### src/hdl/sspq_pkg.sv
package sspq_pkg;

    localparam logic [1:0] ACT_INSERT = 2'd0;
    localparam logic [1:0] ACT_REMOVE = 2'd1;
    localparam logic [1:0] ACT_CLEAR  = 2'd2;

    typedef enum logic [0:0] {
        ST_IDLE,
        ST_EXEC
    } state_t;

    typedef struct packed {
        logic load;
        logic exec;
    } cmd_t;

endpackage

### src/hdl/sspq_if.sv
interface sspq_req_if #(
    parameter int KEY_BITS    = 8,
    parameter int RECORD_BITS = 32
);
    logic                   valid;
    logic                   ready;
    logic [1:0]             action;
    logic [KEY_BITS-1:0]    priority_req;
    logic [RECORD_BITS-1:0] record;

    modport source (output valid, output action, output priority_req, output record,
                    input ready);
    modport sink (input valid, input action, input priority_req, input record,
                  output ready);
endinterface

interface sspq_rsp_if #(
    parameter int KEY_BITS    = 8,
    parameter int RECORD_BITS = 32,
    parameter int CNT_BITS    = 5
);
    logic                   valid;
    logic                   ready;
    logic                   ok;
    logic [KEY_BITS-1:0]    out_priority;
    logic [RECORD_BITS-1:0] out_record;
    logic [CNT_BITS-1:0]    count;
    logic                   is_empty;

    modport source (output valid, output ok, output out_priority, output out_record,
                    output count, output is_empty, input ready);
    modport sink (input valid, input ok, input out_priority, input out_record,
                  input count, input is_empty, output ready);
endinterface

### src/hdl/stable_sorted_priority_queue.sv
// channel | dir | fields
// req     | in  | action, priority_req, record
// rsp     | out | ok, out_priority, out_record, count, is_empty
//
// each transaction has a capture step for the request and an execute step for the
// parallel compare and shift across all slots of the sorted register list
// a new request is taken while the previous result still waits on rsp
// the execute cycle holds while the result register is occupied and not taken
// reset clears the entry count and handshake state only

module stable_sorted_priority_queue #(
    parameter int DEPTH       = 16,
    parameter int KEY_BITS    = 8,
    parameter int RECORD_BITS = 32
) (
    input logic        clk,
    input logic        rst_n,
    sspq_req_if.sink   req,
    sspq_rsp_if.source rsp
);

    localparam int CNT_BITS = $clog2(DEPTH + 1);

    sspq_pkg::cmd_t cmd;

    sspq_ctrl u_ctrl (
        .clk       (clk),
        .rst_n     (rst_n),
        .in_valid  (req.valid),
        .in_ready  (req.ready),
        .out_valid (rsp.valid),
        .out_ready (rsp.ready),
        .cmd       (cmd)
    );

    sspq_datapath #(
        .DEPTH       (DEPTH),
        .KEY_BITS    (KEY_BITS),
        .RECORD_BITS (RECORD_BITS),
        .CNT_BITS    (CNT_BITS)
    ) u_datapath (
        .clk          (clk),
        .rst_n        (rst_n),
        .cmd          (cmd),
        .action       (req.action),
        .priority_req (req.priority_req),
        .record       (req.record),
        .ok           (rsp.ok),
        .out_priority (rsp.out_priority),
        .out_record   (rsp.out_record),
        .count        (rsp.count),
        .is_empty     (rsp.is_empty)
    );

endmodule

### src/hdl/sspq_ctrl.sv
module sspq_ctrl (
    input  logic              clk,
    input  logic              rst_n,
    input  logic              in_valid,
    output logic              in_ready,
    output logic              out_valid,
    input  logic              out_ready,
    output sspq_pkg::cmd_t    cmd
);

    sspq_pkg::state_t state_reg;
    sspq_pkg::state_t state_next;
    logic             out_valid_reg;
    logic             out_valid_next;

    always_ff @(posedge clk or negedge rst_n)
    begin
        if (!rst_n)
        begin
            state_reg     <= sspq_pkg::ST_IDLE;
            out_valid_reg <= 1'b0;
        end
        else
        begin
            state_reg     <= state_next;
            out_valid_reg <= out_valid_next;
        end
    end

    always_comb
    begin
        state_next = state_reg;
        cmd.load   = 1'b0;
        cmd.exec   = 1'b0;
        in_ready   = 1'b0;
        unique case (state_reg)
            sspq_pkg::ST_IDLE:
            begin
                in_ready = 1'b1;
                if (in_valid)
                begin
                    cmd.load   = 1'b1;
                    state_next = sspq_pkg::ST_EXEC;
                end
            end
            sspq_pkg::ST_EXEC:
            begin
                if (!out_valid_reg || out_ready)
                begin
                    cmd.exec   = 1'b1;
                    state_next = sspq_pkg::ST_IDLE;
                end
            end
            default:
            begin
                state_next = sspq_pkg::ST_IDLE;
            end
        endcase

        priority if (cmd.exec)
            out_valid_next = 1'b1;
        else if (out_ready)
            out_valid_next = 1'b0;
        else
            out_valid_next = out_valid_reg;
    end

    assign out_valid = out_valid_reg;

endmodule

### src/hdl/sspq_datapath.sv
module sspq_datapath #(
    parameter int DEPTH       = 16,
    parameter int KEY_BITS    = 8,
    parameter int RECORD_BITS = 32,
    parameter int CNT_BITS    = 5
) (
    input  logic                   clk,
    input  logic                   rst_n,
    input  sspq_pkg::cmd_t         cmd,
    input  logic [1:0]             action,
    input  logic [KEY_BITS-1:0]    priority_req,
    input  logic [RECORD_BITS-1:0] record,
    output logic                   ok,
    output logic [KEY_BITS-1:0]    out_priority,
    output logic [RECORD_BITS-1:0] out_record,
    output logic [CNT_BITS-1:0]    count,
    output logic                   is_empty
);

    localparam logic [CNT_BITS-1:0] FULL_COUNT = CNT_BITS'(DEPTH);

    logic [1:0]             act_reg;
    logic [KEY_BITS-1:0]    req_key_reg;
    logic [RECORD_BITS-1:0] req_rec_reg;

    logic [KEY_BITS-1:0]    key_reg [DEPTH];
    logic [RECORD_BITS-1:0] rec_reg [DEPTH];
    logic [CNT_BITS-1:0]    count_reg;
    logic [CNT_BITS-1:0]    count_next;

    logic                   ok_reg;
    logic [KEY_BITS-1:0]    opri_reg;
    logic [RECORD_BITS-1:0] orec_reg;
    logic [CNT_BITS-1:0]    ocnt_reg;
    logic                   oempty_reg;

    logic [DEPTH-1:0]       gt;
    logic                   ins_en;
    logic                   rem_en;
    logic                   clr_en;
    logic                   ok_next;

    always_ff @(posedge clk)
    begin
        if (cmd.load)
        begin
            act_reg     <= action;
            req_key_reg <= priority_req;
            req_rec_reg <= record;
        end
    end

    // slots above the new key, monotone because the list is sorted
    always_comb
    begin
        for (int i = 0; i < DEPTH; i++)
        begin
            gt[i] = (CNT_BITS'(i) < count_reg) && (key_reg[i] > req_key_reg);
        end
    end

    always_comb
    begin
        ins_en     = (act_reg == sspq_pkg::ACT_INSERT) && (count_reg != FULL_COUNT);
        rem_en     = (act_reg == sspq_pkg::ACT_REMOVE) && (count_reg != '0);
        clr_en     = (act_reg == sspq_pkg::ACT_CLEAR);
        ok_next    = ins_en || rem_en || clr_en;
        priority if (clr_en)
            count_next = '0;
        else if (ins_en)
            count_next = count_reg + 1'b1;
        else if (rem_en)
            count_next = count_reg - 1'b1;
        else
            count_next = count_reg;
    end

    for (genvar g = 0; g < DEPTH; g++)
    begin : g_slot
        logic shift_in;
        logic place;
        logic pull;
        if (g == 0)
        begin : g_first
            assign shift_in = 1'b0;
        end
        else
        begin : g_rest
            assign shift_in = gt[g-1];
        end
        if (g == DEPTH - 1)
        begin : g_last
            assign pull = 1'b0;
        end
        else
        begin : g_inner
            assign pull = 1'b1;
        end
        assign place = !shift_in && (gt[g] || (CNT_BITS'(g) == count_reg));

        always_ff @(posedge clk)
        begin
            if (cmd.exec)
            begin
                priority if (ins_en && shift_in)
                begin
                    key_reg[g] <= key_reg[(g == 0) ? 0 : g - 1];
                    rec_reg[g] <= rec_reg[(g == 0) ? 0 : g - 1];
                end
                else if (ins_en && place)
                begin
                    key_reg[g] <= req_key_reg;
                    rec_reg[g] <= req_rec_reg;
                end
                else if (rem_en && pull)
                begin
                    key_reg[g] <= key_reg[(g == DEPTH - 1) ? g : g + 1];
                    rec_reg[g] <= rec_reg[(g == DEPTH - 1) ? g : g + 1];
                end
            end
        end
    end

    always_ff @(posedge clk or negedge rst_n)
    begin
        if (!rst_n)
        begin
            count_reg <= '0;
        end
        else if (cmd.exec)
        begin
            count_reg <= count_next;
        end
    end

    always_ff @(posedge clk)
    begin
        if (cmd.exec)
        begin
            ok_reg     <= ok_next;
            opri_reg   <= rem_en ? key_reg[0] : '0;
            orec_reg   <= rem_en ? rec_reg[0] : '0;
            ocnt_reg   <= count_next;
            oempty_reg <= (count_next == '0);
        end
    end

    assign ok           = ok_reg;
    assign out_priority = opri_reg;
    assign out_record   = orec_reg;
    assign count        = ocnt_reg;
    assign is_empty     = oempty_reg;

endmodule
### src/flat_wrapper.sv
// flat-port wrapper written by rule: the top's interface ports become plain ports
module stable_sorted_priority_queue_flat 
#(
    parameter int DEPTH       = 16,
    parameter int KEY_BITS    = 8,
    parameter int RECORD_BITS = 32
)
  (clk, rst_n, req_valid, req_action, req_priority_req, req_record, req_ready, rsp_valid, rsp_ok, rsp_out_priority, rsp_out_record, rsp_count, rsp_is_empty, rsp_ready);
  sspq_req_if #(.KEY_BITS(KEY_BITS), .RECORD_BITS(RECORD_BITS)) req_i ();
  sspq_rsp_if #(.KEY_BITS(KEY_BITS), .RECORD_BITS(RECORD_BITS)) rsp_i ();
  input logic clk;
  input logic rst_n;
  input wire logic [$bits(req_i.valid)-1:0] req_valid;
  input wire logic [$bits(req_i.action)-1:0] req_action;
  input wire logic [$bits(req_i.priority_req)-1:0] req_priority_req;
  input wire logic [$bits(req_i.record)-1:0] req_record;
  output wire logic [$bits(req_i.ready)-1:0] req_ready;
  output wire logic [$bits(rsp_i.valid)-1:0] rsp_valid;
  output wire logic [$bits(rsp_i.ok)-1:0] rsp_ok;
  output wire logic [$bits(rsp_i.out_priority)-1:0] rsp_out_priority;
  output wire logic [$bits(rsp_i.out_record)-1:0] rsp_out_record;
  output wire logic [$bits(rsp_i.count)-1:0] rsp_count;
  output wire logic [$bits(rsp_i.is_empty)-1:0] rsp_is_empty;
  input wire logic [$bits(rsp_i.ready)-1:0] rsp_ready;
  assign req_i.valid = req_valid;
  assign req_i.action = req_action;
  assign req_i.priority_req = req_priority_req;
  assign req_i.record = req_record;
  assign req_ready = req_i.ready;
  assign rsp_valid = rsp_i.valid;
  assign rsp_ok = rsp_i.ok;
  assign rsp_out_priority = rsp_i.out_priority;
  assign rsp_out_record = rsp_i.out_record;
  assign rsp_count = rsp_i.count;
  assign rsp_is_empty = rsp_i.is_empty;
  assign rsp_i.ready = rsp_ready;
  stable_sorted_priority_queue #(.DEPTH(DEPTH), .KEY_BITS(KEY_BITS), .RECORD_BITS(RECORD_BITS)) u_core (.clk(clk), .rst_n(rst_n), .req(req_i), .rsp(rsp_i));
endmodule
### config.mk
export PLATFORM = sky130hd
export DESIGN_NAME = stable_sorted_priority_queue_flat
export DESIGN_NICKNAME = d
export VERILOG_FILES = /design/src/hdl/sspq_pkg.sv /design/src/hdl/sspq_if.sv /design/src/hdl/stable_sorted_priority_queue.sv /design/src/hdl/sspq_ctrl.sv /design/src/hdl/sspq_datapath.sv /design/src/flat_wrapper.sv
export SDC_FILE = /design/constraint.sdc
export NUM_CORES = 2
export LEC_CHECK = 0
export BUFFER_PORTS_ARGS = -buffer_cell sky130_fd_sc_hd__buf_2
export CORE_MARGIN = 3
export CORE_UTILIZATION = 65
export CTS_CLUSTER_SIZE = 24
export DETAILED_ROUTE_END_ITERATION = 16
export GPL_ROUTABILITY_DRIVEN = 0
export HOLD_SLACK_MARGIN = 0.05
export MAX_ROUTING_LAYER = met4
export PLACE_DENSITY = 0.82
export SYNTH_ARGS = -nofsm -noshare
export SYNTH_HDL_FRONTEND = slang
export SYNTH_HIERARCHICAL = 1
export SYNTH_SLANG_ARGS = --single-unit
### constraint.sdc
create_clock -name clk -period 14.4 [get_ports clk]
set_input_delay 2.16 -clock clk [delete_from_list [all_inputs] [get_ports clk]]
set_output_delay 2.16 -clock clk [all_outputs]
set_load 0.01 [all_outputs]
# Yosys cells after proc, flatten, opt, wreduce, memory -nomap -nowiden
# Memories as Yosys holds them, arrays and structs flattened.
# Cells that the tools add are included.
# W data, S select, Z words.
[totals] regBits=96 ram_bits=640 in_bits=46 word_cells=470 memories=2
[op_classes] n_addsub=2 order_cmp=32 n_eq_ne=18 n_mux=240 bitwise=61 n_reduce_logical=104
[mem_list] name="u_core.u_datapath.rec_reg" words=16 word_bits=32 read_ports=16 rd_clocked_by_memory_dff=0 write_ports=16 line="sspq_datapath.sv:27" text="logic [RECORD_BITS-1:0] rec_reg [DEPTH];"
[mem_list] name="u_core.u_datapath.key_reg" words=16 word_bits=8 read_ports=16 rd_clocked_by_memory_dff=0 write_ports=16 line="sspq_datapath.sv:26" text="logic [KEY_BITS-1:0] key_reg [DEPTH];"
[op_table] cell="$mux W32" n=30
[op_table] cell="$mux W8" n=30
[op_table] cell="$mux W1" n=176
[op_table] cell="$gt A8 B8 Y1" n=16
[op_table] cell="$logic_and A1 B1 Y1" n=64
[op_table] cell="$or A1 B1 Y1" n=60
[op_table] cell="$eq A4 B5 Y1 const A" n=8
[op_table] cell="$lt A4 B5 Y1 const A" n=8
[op_table] cell="$eq A3 B5 Y1 const A" n=4
[op_table] cell="$lt A3 B5 Y1 const A" n=4
[op_table] cell="$logic_or A1 B1 Y1" n=19
[op_table] cell="$logic_not A1 Y1" n=16
[op_table] cell="$mux W5" n=3
[op_table] cell="$eq A2 B5 Y1 const A" n=2
[op_table] cell="$logic_not A5 Y1" n=2
[op_table] cell="$lt A1 B5 Y1 const A" n=2
[op_table] cell="$lt A2 B5 Y1 const A" n=2
[op_table] cell="$add A5 B1 Y5 const B" n=1
[op_table] cell="$eq A1 B5 Y1 const A" n=1
[op_table] cell="$ne A5 B5 Y1 const B" n=1
[op_table] cell="$reduce_bool A5 Y1" n=1
[op_table] cell="$sub A5 B1 Y5 const B" n=1
[op_table] cell="$eq A2 B1 Y1 const B" n=1
[op_table] cell="$eq A2 B2 Y1 const B" n=1
[op_table] cell="other kinds (4)" n=4

# Depth between registers and ports, before layout
# An unclocked memory read counts as a cell.
[depth] depth_word=12 mapped_depth=13

# Modules after synthesis
# The synthesis kept the hierarchy.
[by_module_without_submodules] module="sspq_datapath" instances=1 cells_per_inst=3873 area_each_um2=40204.8 seq_area_each_um2=22016.1
[by_module_without_submodules] module="sspq_ctrl" instances=1 cells_per_inst=9 area_each_um2=101.3 seq_area_each_um2=50.0

# Worst setup path after synthesis
# OpenSTA, ideal clock, no wires.
[synth_path] path_kind="input-to-reg" start="input port rsp_ready" end="memory u_core.u_datapath.key_reg[10][0] (netlist: u_core/u_datapath/key_reg[1][16]) (enable)" setup_ns=0.493 t_arrival_ns=6.355 t_required_ns=13.907 setup_slack_ns=7.552 cell_stages=8 path_buffers=4 cell_sequence="nand2b_4 > and2_1 > buf_4 > buf_2 > nand2_1 > buf_2 > clkbuf_1 > o21ai_0"
[synth_lines] element="start, declared" line="flat_wrapper.sv:24" text="input wire logic [$bits(rsp_i.ready)-1:0] rsp_ready;"
[synth_lines] element="end, declared" line="sspq_datapath.sv:26"

==> insert_results.sql <==
INSERT INTO impl_metrics (metric_group, metric, value, unit) VALUES
('sta', 'finalHoldViolations', '0', ''),
('critical_path', 'max_stage_delay', '0.96', 'ns'),
('sta', 'finalSetupTns', '0', 'ns'),
('critical_path', 'ff2ff_path_depth', '11', ''),
('clocking', 'post_cts.repair.setup_buffers', '0', ''),
('synth', 'yosys.area_share.xor_xnor', '0.0869', '%'),
('power_and_ir_drop', 'vdd.ir_drop.worst', '0.126', 'mV'),
('clocking', 'cts_tree', 'done', ''),
('detailed_routing', 'detail_route.first_pass.iterations', '8', ''),
('floorplan', 'starting_density_of_the_core', '66.3', '%'),
('critical_path', 'start_of_the_worst_register_to_register_path', 'u_core/u_datapath/count_reg[1]', ''),
('synth', 'synth-compound-area-share', '17.3', '%'),
('synth', 'synth_register_bits', '736', ''),
('synth', 'synth_sequential_area_ratio', '54.7', '%'),
('hold_path', 'worst_hold_path_type', 'reg2reg', ''),
('cells_and_area', 'fin_nets', '3948', ''),
('critical_path', 'critical-path-slowest-cell', 'buf_4', ''),
('power_and_ir_drop', 'pwr-share-clk', '29.7', '%'),
('synth', 'main_combinational_cell_family_by_area_after_synthesis', 'compound AO/OA/AOI/OAI gates', ''),
('synth', 'synth_async_sr_flop_share', '0.951', '%'),
('sta', 'timing.final.max_slew_violations', '0', ''),
('clocking', 'clock-sinks', '736', ''),
('critical_path', 'critPathMostFrequentCell', 'buf_4', ''),
('critical_path', 'crit_type', 'reg2reg', ''),
('critical_path', 'timing.critical_path.required', '14.87', 'ns'),
('job', 'max_cap_violations', '0', ''),
('clocking', 'holdBufCountCts', '0', ''),
('global_route', 'grt_use_total', '40.4', '%'),
('synth', 'ys_warn_count', '6', ''),
('power_and_ir_drop', 'sw_ratio', '34.6', '%'),
('critical_path', 'critPathLaunch', 'u_core/u_datapath/count_reg[1]', ''),
('detailed_routing', 'antenna_left', '0', ''),
('critical_path', 'cp_num_cells', '11', ''),
('synth', 'avg_cell_area_syn', '10.4', 'sq um'),
('synth', 'edff_count_synth', '729', ''),
('sta', 'final.min_clock_period', '5.94', 'ns'),
('global_route', 'antenna_violations_before_repair', '0', ''),
('synth', 'synth_fp_nets', '4061', ''),
('global_route', 'first_pass_grt_wire_length', '192', 'mm'),
('critical_path', 'worstSetupEndpoint', 'u_core/u_datapath/rec_reg[1][154]', ''),
('clocking', 'cts.path.max_buffers', '3', ''),
('floorplan', 'die-width', '255', 'microns'),
('clocking', 'clkSlewWorstSetupHoldPaths', '0.06', 'ns'),
('place', 'dpl.hpwl', '76.1', 'mm'),
('sta', 'grt_setup_unrepaired', 'false', ''),
('synth', 'commonest_register_cell_after_synthesis', 'edfxtp_1', ''),
('floorplan', 'design.portCount', '95', ''),
('critical_path', 'critPathTopFamily', 'buffers and inverters', ''),
('critical_path', 'setup.reg_to_reg.worst_slack', '8.46', 'ns'),
('critical_path', 'path_max_fanout', '201', ''),
('power_and_ir_drop', 'power.internal', '0.00432', 'W'),
('global_route', 'first_global_vias', '31200', ''),
('power_and_ir_drop', 'leakagePower', '15.3', 'nW'),
('floorplan', 'floorplan.die.height', '255', 'microns'),
('sta', 'slew_at_the_pin_closest_to_its_max_slew_limit', '1.28', 'ns'),
('floorplan', 'floorplan.die_area', '65000', 'sq um'),
('critical_path', 'number_of_buffers_and_inverters_on_the_critical_path', '5', ''),
('detailed_routing', 'via_count', '33500', ''),
('clocking', 'clkLatencyLatePin', '0.64', 'ns'),
('global_route', 'grt_start_max_net_pins', '254', ''),
('cells_and_area', 'stdcell_count', '4606', ''),
('power_and_ir_drop', 'sequentialPowerShare', '44.2', '%'),
('detailed_routing', 'detail_route.wl_per_cell', '28.0', 'microns'),
('synth', 'yosys.area_share.simple', '15.2', '%'),
('clocking', 'h_tree_depth', '3', ''),
('run_status', 'status', 'finished clean', ''),
('cells_and_area', 'fillerInstances', '4318', ''),
('detailed_routing', 'routed_wirelength', '129', 'mm'),
('detailed_routing', 'viasPerCell', '7.28', ''),
('synth', 'netlist_instances', '3882', ''),
('clocking', 'post_cts.resized_instances', '0', '');
[layout make-up]
cell class | instances | area (sq um) | area share (%)
clock inverters | 36 | 312 | 0.718
repair buffers | 161 | 1010 | 2.33
multi-input cells | 2750 | 16800 | 38.7
flip-flops and latches | 736 | 22100 | 50.8
diodes | 3 | 7.51 | 0.0173
well taps | 782 | 978 | 2.25
clock buffers | 96 | 2080 | 4.80
inverters | 42 | 158 | 0.363
[worst reg2reg max path, delay by kind of cell, from the launching register on]
family	cells	cell delay (ns)
buf+inv	5	3.26
simple gates	3	0.86
flops	1	0.83
compound gates	2	0.50
fa+ha+maj	1	0.33
[placed cells by master (no fill, tap or decap), types with 81 or more instances in the layout]
master	count
ha_1	133
buf_2	94
nand2_1	372
clkbuf_16	81
nor2_1	448
mux2i_1	120
edfxtp_1	729
a21oi_1	559
o21ai_0	186
a221o_1	164
nor3_1	170
and2_1	234
[cells in the mapped netlist, drive strengths merged (9+ instances only)]
cell type  instances  area share, %
a211oi            16           0.35
a21oi            561            7.0
a221o            164            4.1
a22oi              9           0.17
a31oi             43           0.67
and2             236            3.7
and4              15           0.33
buf              128            1.8
clkbuf           226            2.1
edfxtp           729             54
ha               133            4.1
inv               42           0.39
mux2              45            1.3
mux2i            120            3.0
nand2            378            3.5
nand2b            13           0.22
nand3              9           0.11
nand4             17           0.26
nor2             453            4.2
nor2b             12           0.19
nor3             172            2.2
o211ai            73            1.4
o21ai            195            2.4
[through the flow]
step                setup slack, ns  total power [W]  util (%)  hold WS (ns)  instance area (sq um)
detailed placement             8.26          0.00456      67.4         0.524                  41000
global route                   8.29          0.00677      71.4         0.560                  43400
floorplan                      7.55          0.00396         -         0.508                  40300
global placement               8.36          0.00451      67.4         0.517                  41000
finish                         8.46          0.00660      71.4         0.536                  43400
CTS                            8.79          0.00649      71.4         0.540                  43400
[worst min path at each step]
stage,startpoint,to,slack (ns),cells past startpoint
after global placement,u_core/u_datapath/rec_reg[0][59],u_core/u_datapath/rec_reg[0][27],0.52,2
final,u_core/u_datapath/rec_reg[1][237],u_core/u_datapath/rec_reg[1][205],0.54,1
after detailed placement,u_core/u_datapath/rec_reg[0][61],u_core/u_datapath/rec_reg[0][29],0.52,2
after floorplan,u_core/u_datapath/rec_reg[0][43],u_core/u_datapath/rec_reg[0][11],0.51,2
after CTS,u_core/u_datapath/rec_reg[0][61],u_core/u_datapath/rec_reg[0][29],0.54,2
after global routing,u_core/u_datapath/rec_reg[1][237],u_core/u_datapath/rec_reg[1][205],0.56,1
[layer usage]
| layer | wire (microns) | vias to the layer above | global-route usage, % |
|---|---|---|---|
| met2 | 52200 | 3288 | 53.6 |
| li1 | - | 14200 | - |
| met5 | 0 | - | - |
| met4 | 6230 | 0 | 17.3 |
| met3 | 24500 | 504 | 15.8 |
| met1 | 46100 | 15600 | 55.2 |
[kinds of logic (layout without fill, tap and decap cells)]
logic type               Yosys count  after routing
buffers and inverters            396            335
adder cells (fa/ha/maj)          133            133
multiplexers                     165            165
flip-flops                       736            736
XOR/XNOR                           4              4
AND/OR/NAND/NOR                 1328           1328
other                              0              3
AO/OA/AOI/OAI                   1120           1120
[power by group through the flow]
| stage | clock, W | combinational (W) | sequential, W |
|---|---|---|---|
| floorplan | 0 | 0.00110 | 0.00285 |
| global placement | 0 | 0.00158 | 0.00293 |
| detailed placement | 0 | 0.00162 | 0.00294 |
| CTS | 0.00196 | 0.00164 | 0.00290 |
| global route | 0.00205 | 0.00180 | 0.00293 |
| finish | 0.00196 | 0.00172 | 0.00291 |
(Power assumes the default switching activity.)
